--- src/rtl/core/udpb_pkg.sv ---
// ----------------------------------------------------------------------------
// UDP port binding table package
// Operation and status codes, header size constants and the command bundle
// that the controller sends to the datapath.
// ----------------------------------------------------------------------------
package udpb_pkg;

    localparam int MODE_W   = 2;
    localparam int STATUS_W = 3;
    localparam int PORT_W   = 16;
    localparam int TAG_W    = 8;
    localparam int PROTO_W  = 8;
    localparam int LEN_W    = 16;
    localparam int SLOT_W   = 4;
    localparam int COUNT_W  = 5;

    localparam logic [MODE_W-1:0] MODE_BIND   = 2'd0;
    localparam logic [MODE_W-1:0] MODE_UNBIND = 2'd1;
    localparam logic [MODE_W-1:0] MODE_LOOKUP = 2'd2;

    localparam logic [STATUS_W-1:0] ST_OK       = 3'd0;
    localparam logic [STATUS_W-1:0] ST_FULL     = 3'd1;
    localparam logic [STATUS_W-1:0] ST_DUP      = 3'd2;
    localparam logic [STATUS_W-1:0] ST_NOTFOUND = 3'd3;
    localparam logic [STATUS_W-1:0] ST_BADHDR   = 3'd4;
    localparam logic [STATUS_W-1:0] ST_NOTUDP   = 3'd5;
    localparam logic [STATUS_W-1:0] ST_SHORT    = 3'd6;

    localparam logic [PROTO_W-1:0] PROTO_UDP     = 8'd17;
    localparam logic [LEN_W:0]     ETH_IP_BYTES  = 17'd34;
    localparam logic [LEN_W-1:0]   UDP_BYTES     = 16'd8;
    localparam logic [LEN_W-1:0]   MIN_FRAME     = 16'd42;

    typedef struct packed {
        logic load_in;
        logic load_match;
        logic load_pos;
        logic exec;
    } udpb_cmd_t;

endpackage

--- src/rtl/core/udpb_ctrl.sv ---
// ----------------------------------------------------------------------------
// UDP port binding table controller
// Sequences one item through capture, compare, resolve and execute, and owns
// the handshake of both channels.
// ----------------------------------------------------------------------------
module udpb_ctrl (
    input  logic               aclk,
    input  logic               aresetn,
    input  logic               s_valid,
    output logic               s_ready,
    output logic               m_valid,
    input  logic               m_ready,
    output udpb_pkg::udpb_cmd_t cmd
);

    localparam logic [1:0] S_IDLE  = 2'd0;
    localparam logic [1:0] S_MATCH = 2'd1;
    localparam logic [1:0] S_FIND  = 2'd2;
    localparam logic [1:0] S_EXEC  = 2'd3;

    logic [1:0] state_reg, state_next;
    logic       m_valid_reg, m_valid_next;
    logic       out_free;

    assign out_free = !m_valid_reg || m_ready;
    assign s_ready  = (state_reg == S_IDLE);
    assign m_valid  = m_valid_reg;

    always_comb begin
        state_next   = state_reg;
        m_valid_next = m_valid_reg && !m_ready;
        cmd          = '0;
        unique case (state_reg)
            S_IDLE: begin
                if (s_valid) begin
                    cmd.load_in = 1'b1;
                    state_next  = S_MATCH;
                end
            end
            S_MATCH: begin
                cmd.load_match = 1'b1;
                state_next     = S_FIND;
            end
            S_FIND: begin
                cmd.load_pos = 1'b1;
                state_next   = S_EXEC;
            end
            S_EXEC: begin
                if (out_free) begin
                    cmd.exec     = 1'b1;
                    m_valid_next = 1'b1;
                    state_next   = S_IDLE;
                end
            end
            default: begin
                state_next = S_IDLE;
            end
        endcase
    end

    always_ff @(posedge aclk) begin
        if (!aresetn) begin
            state_reg   <= S_IDLE;
            m_valid_reg <= 1'b0;
        end else begin
            state_reg   <= state_next;
            m_valid_reg <= m_valid_next;
        end
    end

endmodule

--- src/rtl/core/udpb_datapath.sv ---
// ----------------------------------------------------------------------------
// UDP port binding table datapath
// Holds the row of table cells, the entry count, the captured item, the
// match vector and the result register.
// ----------------------------------------------------------------------------
module udpb_datapath #(
    parameter int TABLE_ENTRIES = 16
) (
    input  logic                               aclk,
    input  logic                               aresetn,
    input  udpb_pkg::udpb_cmd_t                cmd,
    input  logic [udpb_pkg::MODE_W-1:0]        in_mode,
    input  logic [udpb_pkg::PORT_W-1:0]        in_port,
    input  logic [udpb_pkg::TAG_W-1:0]         in_tag,
    input  logic                               in_header_ok,
    input  logic [udpb_pkg::PROTO_W-1:0]       in_protocol,
    input  logic [udpb_pkg::LEN_W-1:0]         in_frame_length,
    input  logic [udpb_pkg::LEN_W-1:0]         in_udp_length,
    output logic [udpb_pkg::STATUS_W-1:0]      out_status,
    output logic [udpb_pkg::SLOT_W-1:0]        out_slot,
    output logic [udpb_pkg::TAG_W-1:0]         out_tag,
    output logic [udpb_pkg::LEN_W-1:0]         out_payload_length,
    output logic                               out_has_payload,
    output logic [udpb_pkg::COUNT_W-1:0]       out_entry_count
);

    localparam int IW = (TABLE_ENTRIES > 1) ? $clog2(TABLE_ENTRIES) : 1;
    localparam int CW = $clog2(TABLE_ENTRIES + 1);
    localparam logic [CW-1:0] FULL_COUNT = CW'(TABLE_ENTRIES);

    logic [udpb_pkg::PORT_W-1:0]  port_reg [TABLE_ENTRIES];
    logic [udpb_pkg::TAG_W-1:0]   tag_reg  [TABLE_ENTRIES];
    logic [CW-1:0]                count_reg, count_next;

    logic [udpb_pkg::MODE_W-1:0]  mode_reg;
    logic [udpb_pkg::PORT_W-1:0]  key_reg;
    logic [udpb_pkg::TAG_W-1:0]   new_tag_reg;
    logic                         hdr_ok_reg;
    logic [udpb_pkg::PROTO_W-1:0] proto_reg;
    logic [udpb_pkg::LEN_W-1:0]   flen_reg;
    logic [udpb_pkg::LEN_W-1:0]   ulen_reg;

    logic [TABLE_ENTRIES-1:0]     match_reg, match_next;
    logic [IW-1:0]                pos_reg, pos_next;
    logic                         found_reg, found_next;
    logic [udpb_pkg::TAG_W-1:0]   hit_tag_reg;

    logic [udpb_pkg::STATUS_W-1:0] status_reg, status_next;
    logic [udpb_pkg::SLOT_W-1:0]   slot_reg, slot_next;
    logic [udpb_pkg::TAG_W-1:0]    mtag_reg, mtag_next;
    logic [udpb_pkg::LEN_W-1:0]    plen_reg, plen_next;
    logic                          hasp_reg, hasp_next;

    logic do_append;
    logic do_remove;
    logic too_short;

    always_ff @(posedge aclk) begin
        if (cmd.load_in) begin
            mode_reg    <= in_mode;
            key_reg     <= in_port;
            new_tag_reg <= in_tag;
            hdr_ok_reg  <= in_header_ok;
            proto_reg   <= in_protocol;
            flen_reg    <= in_frame_length;
            ulen_reg    <= in_udp_length;
        end
    end

    always_comb begin
        for (int i = 0; i < TABLE_ENTRIES; i++) begin
            match_next[i] = (CW'(i) < count_reg) && (port_reg[i] == key_reg);
        end
    end

    always_comb begin
        pos_next   = '0;
        found_next = 1'b0;
        for (int i = TABLE_ENTRIES - 1; i >= 0; i--) begin
            if (match_reg[i]) begin
                pos_next   = IW'(i);
                found_next = 1'b1;
            end
        end
    end

    always_ff @(posedge aclk) begin
        if (cmd.load_match) begin
            match_reg <= match_next;
        end
        if (cmd.load_pos) begin
            pos_reg     <= pos_next;
            found_reg   <= found_next;
            hit_tag_reg <= tag_reg[pos_next];
        end
    end

    assign too_short = (flen_reg < udpb_pkg::MIN_FRAME) ||
                       ({1'b0, flen_reg} < (udpb_pkg::ETH_IP_BYTES + {1'b0, ulen_reg}));

    always_comb begin
        status_next = udpb_pkg::ST_OK;
        slot_next   = '0;
        mtag_next   = '0;
        plen_next   = '0;
        hasp_next   = 1'b0;
        count_next  = count_reg;
        do_append   = 1'b0;
        do_remove   = 1'b0;
        unique case (mode_reg)
            udpb_pkg::MODE_BIND: begin
                if (count_reg >= FULL_COUNT) begin
                    status_next = udpb_pkg::ST_FULL;
                end else if (found_reg) begin
                    status_next = udpb_pkg::ST_DUP;
                    slot_next   = udpb_pkg::SLOT_W'(pos_reg);
                end else begin
                    do_append  = 1'b1;
                    slot_next  = udpb_pkg::SLOT_W'(count_reg);
                    count_next = count_reg + 1'b1;
                end
            end
            udpb_pkg::MODE_UNBIND: begin
                if (!found_reg) begin
                    status_next = udpb_pkg::ST_NOTFOUND;
                end else begin
                    do_remove  = 1'b1;
                    slot_next  = udpb_pkg::SLOT_W'(pos_reg);
                    count_next = count_reg - 1'b1;
                end
            end
            udpb_pkg::MODE_LOOKUP: begin
                if (!hdr_ok_reg) begin
                    status_next = udpb_pkg::ST_BADHDR;
                end else if (proto_reg != udpb_pkg::PROTO_UDP) begin
                    status_next = udpb_pkg::ST_NOTUDP;
                end else if (too_short) begin
                    status_next = udpb_pkg::ST_SHORT;
                end else if (!found_reg) begin
                    status_next = udpb_pkg::ST_NOTFOUND;
                end else begin
                    slot_next = udpb_pkg::SLOT_W'(pos_reg);
                    mtag_next = hit_tag_reg;
                    if (ulen_reg > udpb_pkg::UDP_BYTES) begin
                        plen_next = ulen_reg - udpb_pkg::UDP_BYTES;
                        hasp_next = 1'b1;
                    end
                end
            end
            default: begin
                status_next = udpb_pkg::ST_OK;
            end
        endcase
    end

    // Each cell loads the new entry on an append at its position; every cell but
    // the last takes its upper neighbor when an entry at or below it is removed.
    for (genvar g = 0; g < TABLE_ENTRIES; g++) begin : g_cell
        if (g < TABLE_ENTRIES - 1) begin : g_shift
            always_ff @(posedge aclk) begin
                if (cmd.exec) begin
                    if (do_append && (count_reg == CW'(g))) begin
                        port_reg[g] <= key_reg;
                        tag_reg[g]  <= new_tag_reg;
                    end else if (do_remove && (IW'(g) >= pos_reg)) begin
                        port_reg[g] <= port_reg[g+1];
                        tag_reg[g]  <= tag_reg[g+1];
                    end
                end
            end
        end else begin : g_last
            always_ff @(posedge aclk) begin
                if (cmd.exec && do_append && (count_reg == CW'(g))) begin
                    port_reg[g] <= key_reg;
                    tag_reg[g]  <= new_tag_reg;
                end
            end
        end
    end

    always_ff @(posedge aclk) begin
        if (!aresetn) begin
            count_reg <= '0;
        end else if (cmd.exec) begin
            count_reg <= count_next;
        end
    end

    always_ff @(posedge aclk) begin
        if (cmd.exec) begin
            status_reg <= status_next;
            slot_reg   <= slot_next;
            mtag_reg   <= mtag_next;
            plen_reg   <= plen_next;
            hasp_reg   <= hasp_next;
        end
    end

    assign out_status         = status_reg;
    assign out_slot           = slot_reg;
    assign out_tag            = mtag_reg;
    assign out_payload_length = plen_reg;
    assign out_has_payload    = hasp_reg;
    assign out_entry_count    = udpb_pkg::COUNT_W'(count_reg);

endmodule

--- src/rtl/core/udp_port_binding_table_top.sv ---
// ----------------------------------------------------------------------------
// UDP port binding table
// Keeps an ordered table of bound UDP ports with handler tags, and serves
// bind, unbind and receive lookup requests.
// ----------------------------------------------------------------------------
// Usage:
// Each input item carries a mode (bind, unbind or receive lookup) and the
// fields that the mode needs. Each accepted item yields exactly one result
// item on the m_ channel with a status code, the slot touched or matched,
// the matched tag and payload length on a good lookup, and the entry count
// after the operation.
// A result is valid once its item has been captured at the accepting edge
// and has gone, each step registered in turn, through a parallel compare
// of the port against every cell, a priority encode of the match vector,
// and the table update with the result load. The block works on one item
// at a time, so it takes a new item only once the last has reached its
// update. The result register holds one item; while it waits to be taken
// the next item is captured and worked up to its update.
// Reset empties the table at once; stored cells keep stale contents that
// are never read. A stalled receiver holds the result and its payload
// steady and stops the block before the next table update.
// ----------------------------------------------------------------------------
module udp_port_binding_table_top #(
    parameter int TABLE_ENTRIES = 16
) (
    input  logic                                aclk,
    input  logic                                aresetn,
    input  logic                                s_valid,
    output logic                                s_ready,
    input  logic [udpb_pkg::MODE_W-1:0]         s_mode,
    input  logic [udpb_pkg::PORT_W-1:0]         s_port,
    input  logic [udpb_pkg::TAG_W-1:0]          s_handler_tag,
    input  logic                                s_header_ok,
    input  logic [udpb_pkg::PROTO_W-1:0]        s_ip_protocol,
    input  logic [udpb_pkg::LEN_W-1:0]          s_frame_length,
    input  logic [udpb_pkg::LEN_W-1:0]          s_udp_length,
    output logic                                m_valid,
    input  logic                                m_ready,
    output logic [udpb_pkg::STATUS_W-1:0]       m_status,
    output logic [udpb_pkg::SLOT_W-1:0]         m_slot,
    output logic [udpb_pkg::TAG_W-1:0]          m_matched_tag,
    output logic [udpb_pkg::LEN_W-1:0]          m_payload_length,
    output logic                                m_has_payload,
    output logic [udpb_pkg::COUNT_W-1:0]        m_entry_count
);

    udpb_pkg::udpb_cmd_t cmd;

    udpb_ctrl u_ctrl (
        .aclk    (aclk),
        .aresetn (aresetn),
        .s_valid (s_valid),
        .s_ready (s_ready),
        .m_valid (m_valid),
        .m_ready (m_ready),
        .cmd     (cmd)
    );

    udpb_datapath #(
        .TABLE_ENTRIES (TABLE_ENTRIES)
    ) u_datapath (
        .aclk               (aclk),
        .aresetn            (aresetn),
        .cmd                (cmd),
        .in_mode            (s_mode),
        .in_port            (s_port),
        .in_tag             (s_handler_tag),
        .in_header_ok       (s_header_ok),
        .in_protocol        (s_ip_protocol),
        .in_frame_length    (s_frame_length),
        .in_udp_length      (s_udp_length),
        .out_status         (m_status),
        .out_slot           (m_slot),
        .out_tag            (m_matched_tag),
        .out_payload_length (m_payload_length),
        .out_has_payload    (m_has_payload),
        .out_entry_count    (m_entry_count)
    );

endmodule
--- config.mk ---
export PLATFORM = sky130hd
export DESIGN_NAME = udp_port_binding_table_top
export DESIGN_NICKNAME = d
export VERILOG_FILES = /design/src/rtl/core/udpb_pkg.sv /design/src/rtl/core/udpb_ctrl.sv /design/src/rtl/core/udpb_datapath.sv /design/src/rtl/core/udp_port_binding_table_top.sv
export SDC_FILE = /design/constraint.sdc
export NUM_CORES = 1
export LEC_CHECK = 0
export ABC_AREA = 1
export BUFFER_PORTS_ARGS = -buffer_cell sky130_fd_sc_hd__clkbuf_2
export CORE_MARGIN = 8
export CORE_UTILIZATION = 45
export DETAILED_ROUTE_END_ITERATION = 8
export PLACE_DENSITY = 0.7
export SYNTH_ARGS = -nofsm -noshare
export SYNTH_HDL_FRONTEND = slang
export SYNTH_SLANG_ARGS = --single-unit
--- constraint.sdc ---
create_clock -name aclk -period 4.3 [get_ports aclk]
set_input_delay 0.43 -clock aclk [delete_from_list [all_inputs] [get_ports aclk]]
set_output_delay 0.43 -clock aclk [all_outputs]
set_load 0.01 [all_outputs]
[Yosys cells after proc, flatten, opt, wreduce, memory -nomap -nowiden]
Memories as Yosys holds them, arrays and structs flattened. A register that Yosys moved wholly into a read port is not among the register bits.
Cells that the tools add are included.
Operators by class
  $add $sub $neg: 4
  $lt $le $gt $ge: 35
  equality and inequality tests: 42
  multiplexer cells: 195
  bitwise logic cells: 34
  reductions and logical operators: 64
Operators with widths (count)
  $eq 16x16->1: 16
  $mux 16: 16
  $mux 8: 16
  $mux 1: 124
  $mux 4: 24
  $logic_and 1x1->1: 49
  $eq 5x4->1 const B: 8
  $lt 4x5->1 const A: 8
  $or 1x1->1: 30
  $ge 4x4->1 const A: 7
  $eq 5x3->1 const B: 4
  $lt 3x5->1 const A: 4
  $add 6x16->17 const A: 1
  $lt 16x17->1: 1
  $ge 3x4->1 const A: 4
  $gt 16x4->1 const B: 1
  $lt 16x6->1 const B: 1
  $reduce_or 16->1: 1
  $sub 16x4->16 const B: 1
  $mux 5: 3
  $reduce_or 15->1: 1
  $mux 3: 4
  $pmux 4 s3: 1
  $eq 5x2->1 const B: 2
  28 further kinds: 47
Storage, ports and cells
  flip-flop bits (word level): 128
  RAM bits: 384
  bits of input ports: 71
  output and inout port bits: 39
  logic and storage cells: 394
  memories kept: 2
Memories
  u_datapath.port_reg: words 16, bits a word 16, rd ports 16, clocked after memory_dff 0, wr ports 15, line udpb_datapath.sv:31  | logic [udpb_pkg::PORT_W-1:0] port_reg [TABLE_ENTRIES];
  u_datapath.tag_reg: words 16, bits a word 8, rd ports 16, clocked after memory_dff 1, wr ports 15, line udpb_datapath.sv:32  | logic [udpb_pkg::TAG_W-1:0] tag_reg [TABLE_ENTRIES];

[Logic depth before layout (Yosys ltp)]
  depth after elaboration: 16
  gate-level depth with buffers: 23
  gate-level depth less buffers: 21

[By module]
From an unflattened synthesis, not the netlist that was laid out.
Unflattened totals
  cell total of the unflattened synthesis: 2778
  area, all modules: 26563.0 um2
Modules (own cells, without submodules)
  udpb_datapath: instances 1, cells an instance 2749, area an instance 26355.3 um2
  udpb_ctrl: instances 1, cells an instance 29, area an instance 207.7 um2

[Worst setup path before layout]
Ideal clock, no wire load.
  path kind: reg-to-reg
  start point: reg u_datapath.mode_reg[1] in the netlist's numbering
  end point: mem u_datapath.port_reg[1][48] in the netlist's numbering (enable)
  arrival time: 3.849 ns
  data required time: 3.827 ns
  setup slack: -0.022 ns
  stages on the path, launching flop included: 10
  buffers on the path: 0
  period minus slack after synthesis: 4.322 ns
  path through: edfxtp_1 nor2_1 inv_1 nor2_1 inv_1 nor2_1 inv_1 nor2_1 inv_1 o41ai_1
RTL lines
  start: declaration: line udpb_datapath.sv:35  | logic [udpb_pkg::MODE_W-1:0] mode_reg;
  start signal: assignment: line udpb_datapath.sv:60  | mode_reg <= in_mode;
  end: declaration: line udpb_datapath.sv:31

[Final worst setup path]
  start point: reg u_datapath.count_reg[4], in the netlist u_datapath.out_entry_count[4]
  end point: reg u_datapath.match_reg[7], data pin
Between the ends
  longest elaborated chain between the ends: 2
RTL lines
  start: declaration: line udpb_datapath.sv:33  | logic [CW-1:0] count_reg, count_next;
  start signal: assignment: line udpb_datapath.sv:185  | count_reg <= count_next;
  $lt 3x5->1: line udpb_datapath.sv:72  | match_next[i] = (CW'(i) < count_reg) && (port_reg[i] == key_reg);
  $logic_and 1x1->1: line udpb_datapath.sv:72
  net u_datapath.match_next[7]: line udpb_datapath.sv:43  | logic [TABLE_ENTRIES-1:0] match_reg, match_next;
  end signal: assignment: line udpb_datapath.sv:89  | match_reg <= match_next;
  end: declaration: line udpb_datapath.sv:43
The timed path passes the listed nets, and every way through them passes these cells.
A chain may end at the register's enable or synchronous reset.

==> metrics.md <==
| Metric | Value |
|---|---|
| P per Cell Area | `483 mW/mm2` |
| Reg-to-reg startpoint | `u_datapath.out_entry_count[4]` |
| Diodes inserted | `0` |
| Post-synthesis async set-or-reset flop share | `0%` |
| Synthesized area divided by synthesized cell count | `9.63 um2` |
| Fraction of final layout cells with drive strength greater than 1 | `11.3%` |
| Worst voltage drop across the vdd grid | `456 uV` |
| Overall global routing resource usage | `22.7%` |
| Average via count per standard cell | `5.75` |
| Final Hold Slack | `~0.038 ns` |
| Crit-path max FO | `8` |
| Min-Delay Path Class | `input port to flip-flop` |
| Drt pass-1 iters | `6` |
| Depth of the CTS H-tree | `2` |
| Die footprint | `just under 0.07 mm2` |
| Detailed router's first-iteration violation count | `2466` |
| Crit. End Element | `flip-flop` |
| Remaining antenna violation count after routing | `0` |
| GP Congestion | `slightly above 0.9` |
| Synthesized netlist net count | `around 2900` |
| Total number of vias | `21310` |
| Largest net degree at the start of global routing | `64` |
| Startpoint types | `flip-flop` |
| CTS clock-pin slew for the worst setup and hold paths | `0.06 ns` |
| Post-synthesis instance area | `0.0266 mm2` |
| Part of the Yosys area used for sequential elements | `58.3%` |
| Clock buffer depth | `3` |
| Critical path class | `flip-flop to flip-flop` |
| Post-DR wirelength/cell | `21.1 um` |
| Number of global-route vias before repair | `around 21000` |
| Height of the die | `259 um` |
| Yosys warns | `0` |
| Leakage component of the power | `12.3 nW` |
| Final count of pins violating max slew | `0` |
| Clock tree from TritonCTS | `yes` |
| Die Wd | `259 um` |
| Cell chosen for the clock root | `sky130_fd_sc_hd__clkbuf_16` |
| Std cell rows | `89` |
| Worst-case headroom to the max-slew limit | `17.9%` |
| Non-filler instance count after layout | `3708` |
| Worst EP arrival | `3.92 ns` |
| Sum of overflow across all layers after global routing | `0` |
| Area inside the core boundary | `between 0.05 and 0.06 mm2` |
| Number of placed instances, taps included | `3542` |
| Max Clock Skew | `between 0.03 and 0.04 ns` |
| Largest register FFs | `256` |
| Total DRC errors in the routed layout | `0` |
| Port Buffers | `109` |
| Layout area overhead | `15.0%` |
| Clock buffer count from CTS | `54` |
| Sum Neg Setup Slack | `0 ns` |
| Global-route wire length before repair | `between 100000 and 150000 um` |
| Transition at the pin with the smallest max-transition slack | `~1.2 ns` |
| Number of max-cap violations | `0` |
| I/O pin count | `110` |
| Clk sink count | `520` |
| Required arrival time at the worst endpoint | `4.79 ns` |
| Post-CTS Setup Bufs | `0` |
| Launch point of the worst hold path | `s_frame_length[12]` |
| Outcome | `completed` |
| Post-synth EDFFs | `512` |
| FILL cells | `5069` |
| Hold Violations, Final | `0` |
| Main flop type after synthesis | `sky130_fd_sc_hd__edfxtp_1` |
| Final Cycle Share | `around 80%` |
| Cell variety after synth | `50` |
| Crit path launch | `u_datapath.out_entry_count[4]` |
| Clock latency reported for the late side of the worst-skew pair | `0.62 ns` |
| Placed wire-length estimate | `52200 um` |
| Setup repair after global routing missed its margin | `false` |
| Post-Syn Instances | `around 2800` |
| Setup violators final | `0` |
| Drt total wl | `78300 um` |
| Initial antenna violation count | `0` |
| Max Clock Freq | `about 290 MHz` |
| # nets final | `roughly 3000` |
| Number of register bits inferred by synthesis | `520` |
| Post-route minimum period | `3.44 ns` |
| Starting Density | `45.3%` |
==> where the power goes <==
group | switching, mW | leakage, nW | internal, mW
combinational | 2.36 | 6.71 | 1.08
clock | 1.99 | 0.843 | 2.72
sequential | 0.386 | 4.73 | 6.25
total | 4.74 | 12.3 | 10.1
==> layer usage <==
| layer | routed length [um] | track usage, % | vias to the layer above |
|---|---|---|---|
| met2 | 36000 | 36.2 | 1261 |
| met3 | 8300 | 4.64 | 254 |
| met4 | 4050 | 11.4 | 0 |
| met1 | 30000 | 29.3 | 9998 |
| met5 | 0 | 0.146 | - |
| li1 | - | - | 9797 |
==> cells in the final DEF, fill, tap and decap left out, drive strengths merged, types with 8 or more instances in the layout <==
master	n
nand2	529
edfxtp	512
inv	338
o21ai	292
nand3	217
clkbuf	184
nor2	173
a21oi	113
xor2	77
buf	73
o22ai	71
dlygate4sd3	66
a221oi	50
xnor2	40
nor4	30
clkinv	29
ha	27
nor3	26
nand4	13
or2	12
o31ai	11
a211oi	8
dfxtp	8
==> metrics by stage <==
| step | worst slack, ns | util (%) | instance area (um2) | power, mW |
|---|---|---|---|---|
| final | 0.864 | 52.1 | 30600 | 14.8 |
| after global routing | 0.429 | 52.1 | 30600 | 15.4 |
| after CTS | 0.876 | 52.1 | 30600 | 14.8 |
| after detailed placement | 0.905 | 48.0 | 28200 | 10.0 |
| after global placement | 1.00 | 48.0 | 28200 | 9.95 |
| after floorplan | 0.167 | - | 26600 | 8.81 |
==> synth_stat cells, types with 2 or more instances <==
master                      number  area, um2
sky130_fd_sc_hd__nor3_2         12        120
sky130_fd_sc_hd__buf_1          25       93.8
sky130_fd_sc_hd__clkbuf_1      132        495
sky130_fd_sc_hd__nor2_4          5       56.3
sky130_fd_sc_hd__o2111ai_1       2       17.5
sky130_fd_sc_hd__o21ai_0       279       1400
sky130_fd_sc_hd__nor2_2         11       68.8
sky130_fd_sc_hd__a221oi_1       50        438
sky130_fd_sc_hd__o22ai_1        71        444
sky130_fd_sc_hd__nor2_1        156        586
sky130_fd_sc_hd__nor4_1         30        188
sky130_fd_sc_hd__a22oi_1         2       15.0
sky130_fd_sc_hd__o31ai_1        11       82.6
sky130_fd_sc_hd__clkinv_1       13       48.8
sky130_fd_sc_hd__or2_2          12       75.1
sky130_fd_sc_hd__inv_2           4       15.0
sky130_fd_sc_hd__ha_1           27        338
sky130_fd_sc_hd__a31oi_1         2       12.5
sky130_fd_sc_hd__dfxtp_1         8        160
sky130_fd_sc_hd__xor2_1         77        674
sky130_fd_sc_hd__a211oi_1        8       60.1
sky130_fd_sc_hd__nand3_1       215       1080
sky130_fd_sc_hd__o21a_1          2       15.0
sky130_fd_sc_hd__o21ai_1        13       65.1
sky130_fd_sc_hd__o211ai_1        3       22.5
sky130_fd_sc_hd__xnor2_1        40        350
sky130_fd_sc_hd__nand3_2         2       20.0
sky130_fd_sc_hd__nor3_1         13       65.1
sky130_fd_sc_hd__a2111oi_0       6       52.6
sky130_fd_sc_hd__a22o_1          2       17.5
sky130_fd_sc_hd__edfxtp_1      512      15400
sky130_fd_sc_hd__nand2_2         3       18.8
sky130_fd_sc_hd__o221ai_1        4       35.0
sky130_fd_sc_hd__inv_1         332       1250
sky130_fd_sc_hd__nand2_1       525       1970
sky130_fd_sc_hd__buf_2          19       95.1
sky130_fd_sc_hd__a21oi_1       112        561
sky130_fd_sc_hd__nand4_1        12       75.1
sky130_fd_sc_hd__o41ai_1         3       26.3
sky130_fd_sc_hd__buf_12          2       40.0
==> logic make-up (layout without fill, tap and decap cells) <==
logic type | after synthesis | in the layout | synth area share [%]
xor+xnor | 117 | 117 | 3.85
simple gates | 1001 | 1001 | 16.5
flops | 520 | 520 | 58.3
fa+ha+maj | 27 | 27 | 1.27
buf+inv | 529 | 697 | 7.71
compound gates | 573 | 573 | 12.3
==> layout make-up <==
class                   count  area (um2)  share of cell area [%]
multi-input cells        1718        9300                    30.4
repair buffers            248        1770                    5.77
well taps                 773         967                    3.16
inverters                 349        1310                    4.28
clock inverters            25         258                   0.841
clock buffers              75        1490                    4.87
flip-flops and latches    520       15500                    50.7
==> worst max-delay path, stage by stage, from the launching register on <==
cell and delay [ns]:
sky130_fd_sc_hd__dfxtp_1 0.85, sky130_fd_sc_hd__nor2_1 0.11, sky130_fd_sc_hd__buf_4 0.21, sky130_fd_sc_hd__inv_1 0.22
sky130_fd_sc_hd__o21ai_0 0.14, sky130_fd_sc_hd__nor4_1 0.45, sky130_fd_sc_hd__nand3_1 0.17, sky130_fd_sc_hd__a2111oi_0 0.91
sky130_fd_sc_hd__buf_4 0.26
==> final timing paths <==
| check | slack [ns] | cells past startpoint | to |
|---|---|---|---|
| worst min register to register | 0.53 | 2 | u_ctrl.state_reg[1] |
| worst max-delay path | 0.86 | 8 | u_datapath.match_reg[7] |
| worst max register to register | 0.86 | 8 | u_datapath.match_reg[7] |
| worst min-delay path | 0.04 | 1 | u_datapath.flen_reg[12] |
==> repair_timing <==
| action | CTS | global route |
|---|---|---|
| hold buffers | 66 | 0 |
| resized for setup | 0 | 0 |
| endpoints found under the hold margin | 66 | 0 |
(Power assumes the default switching activity.)
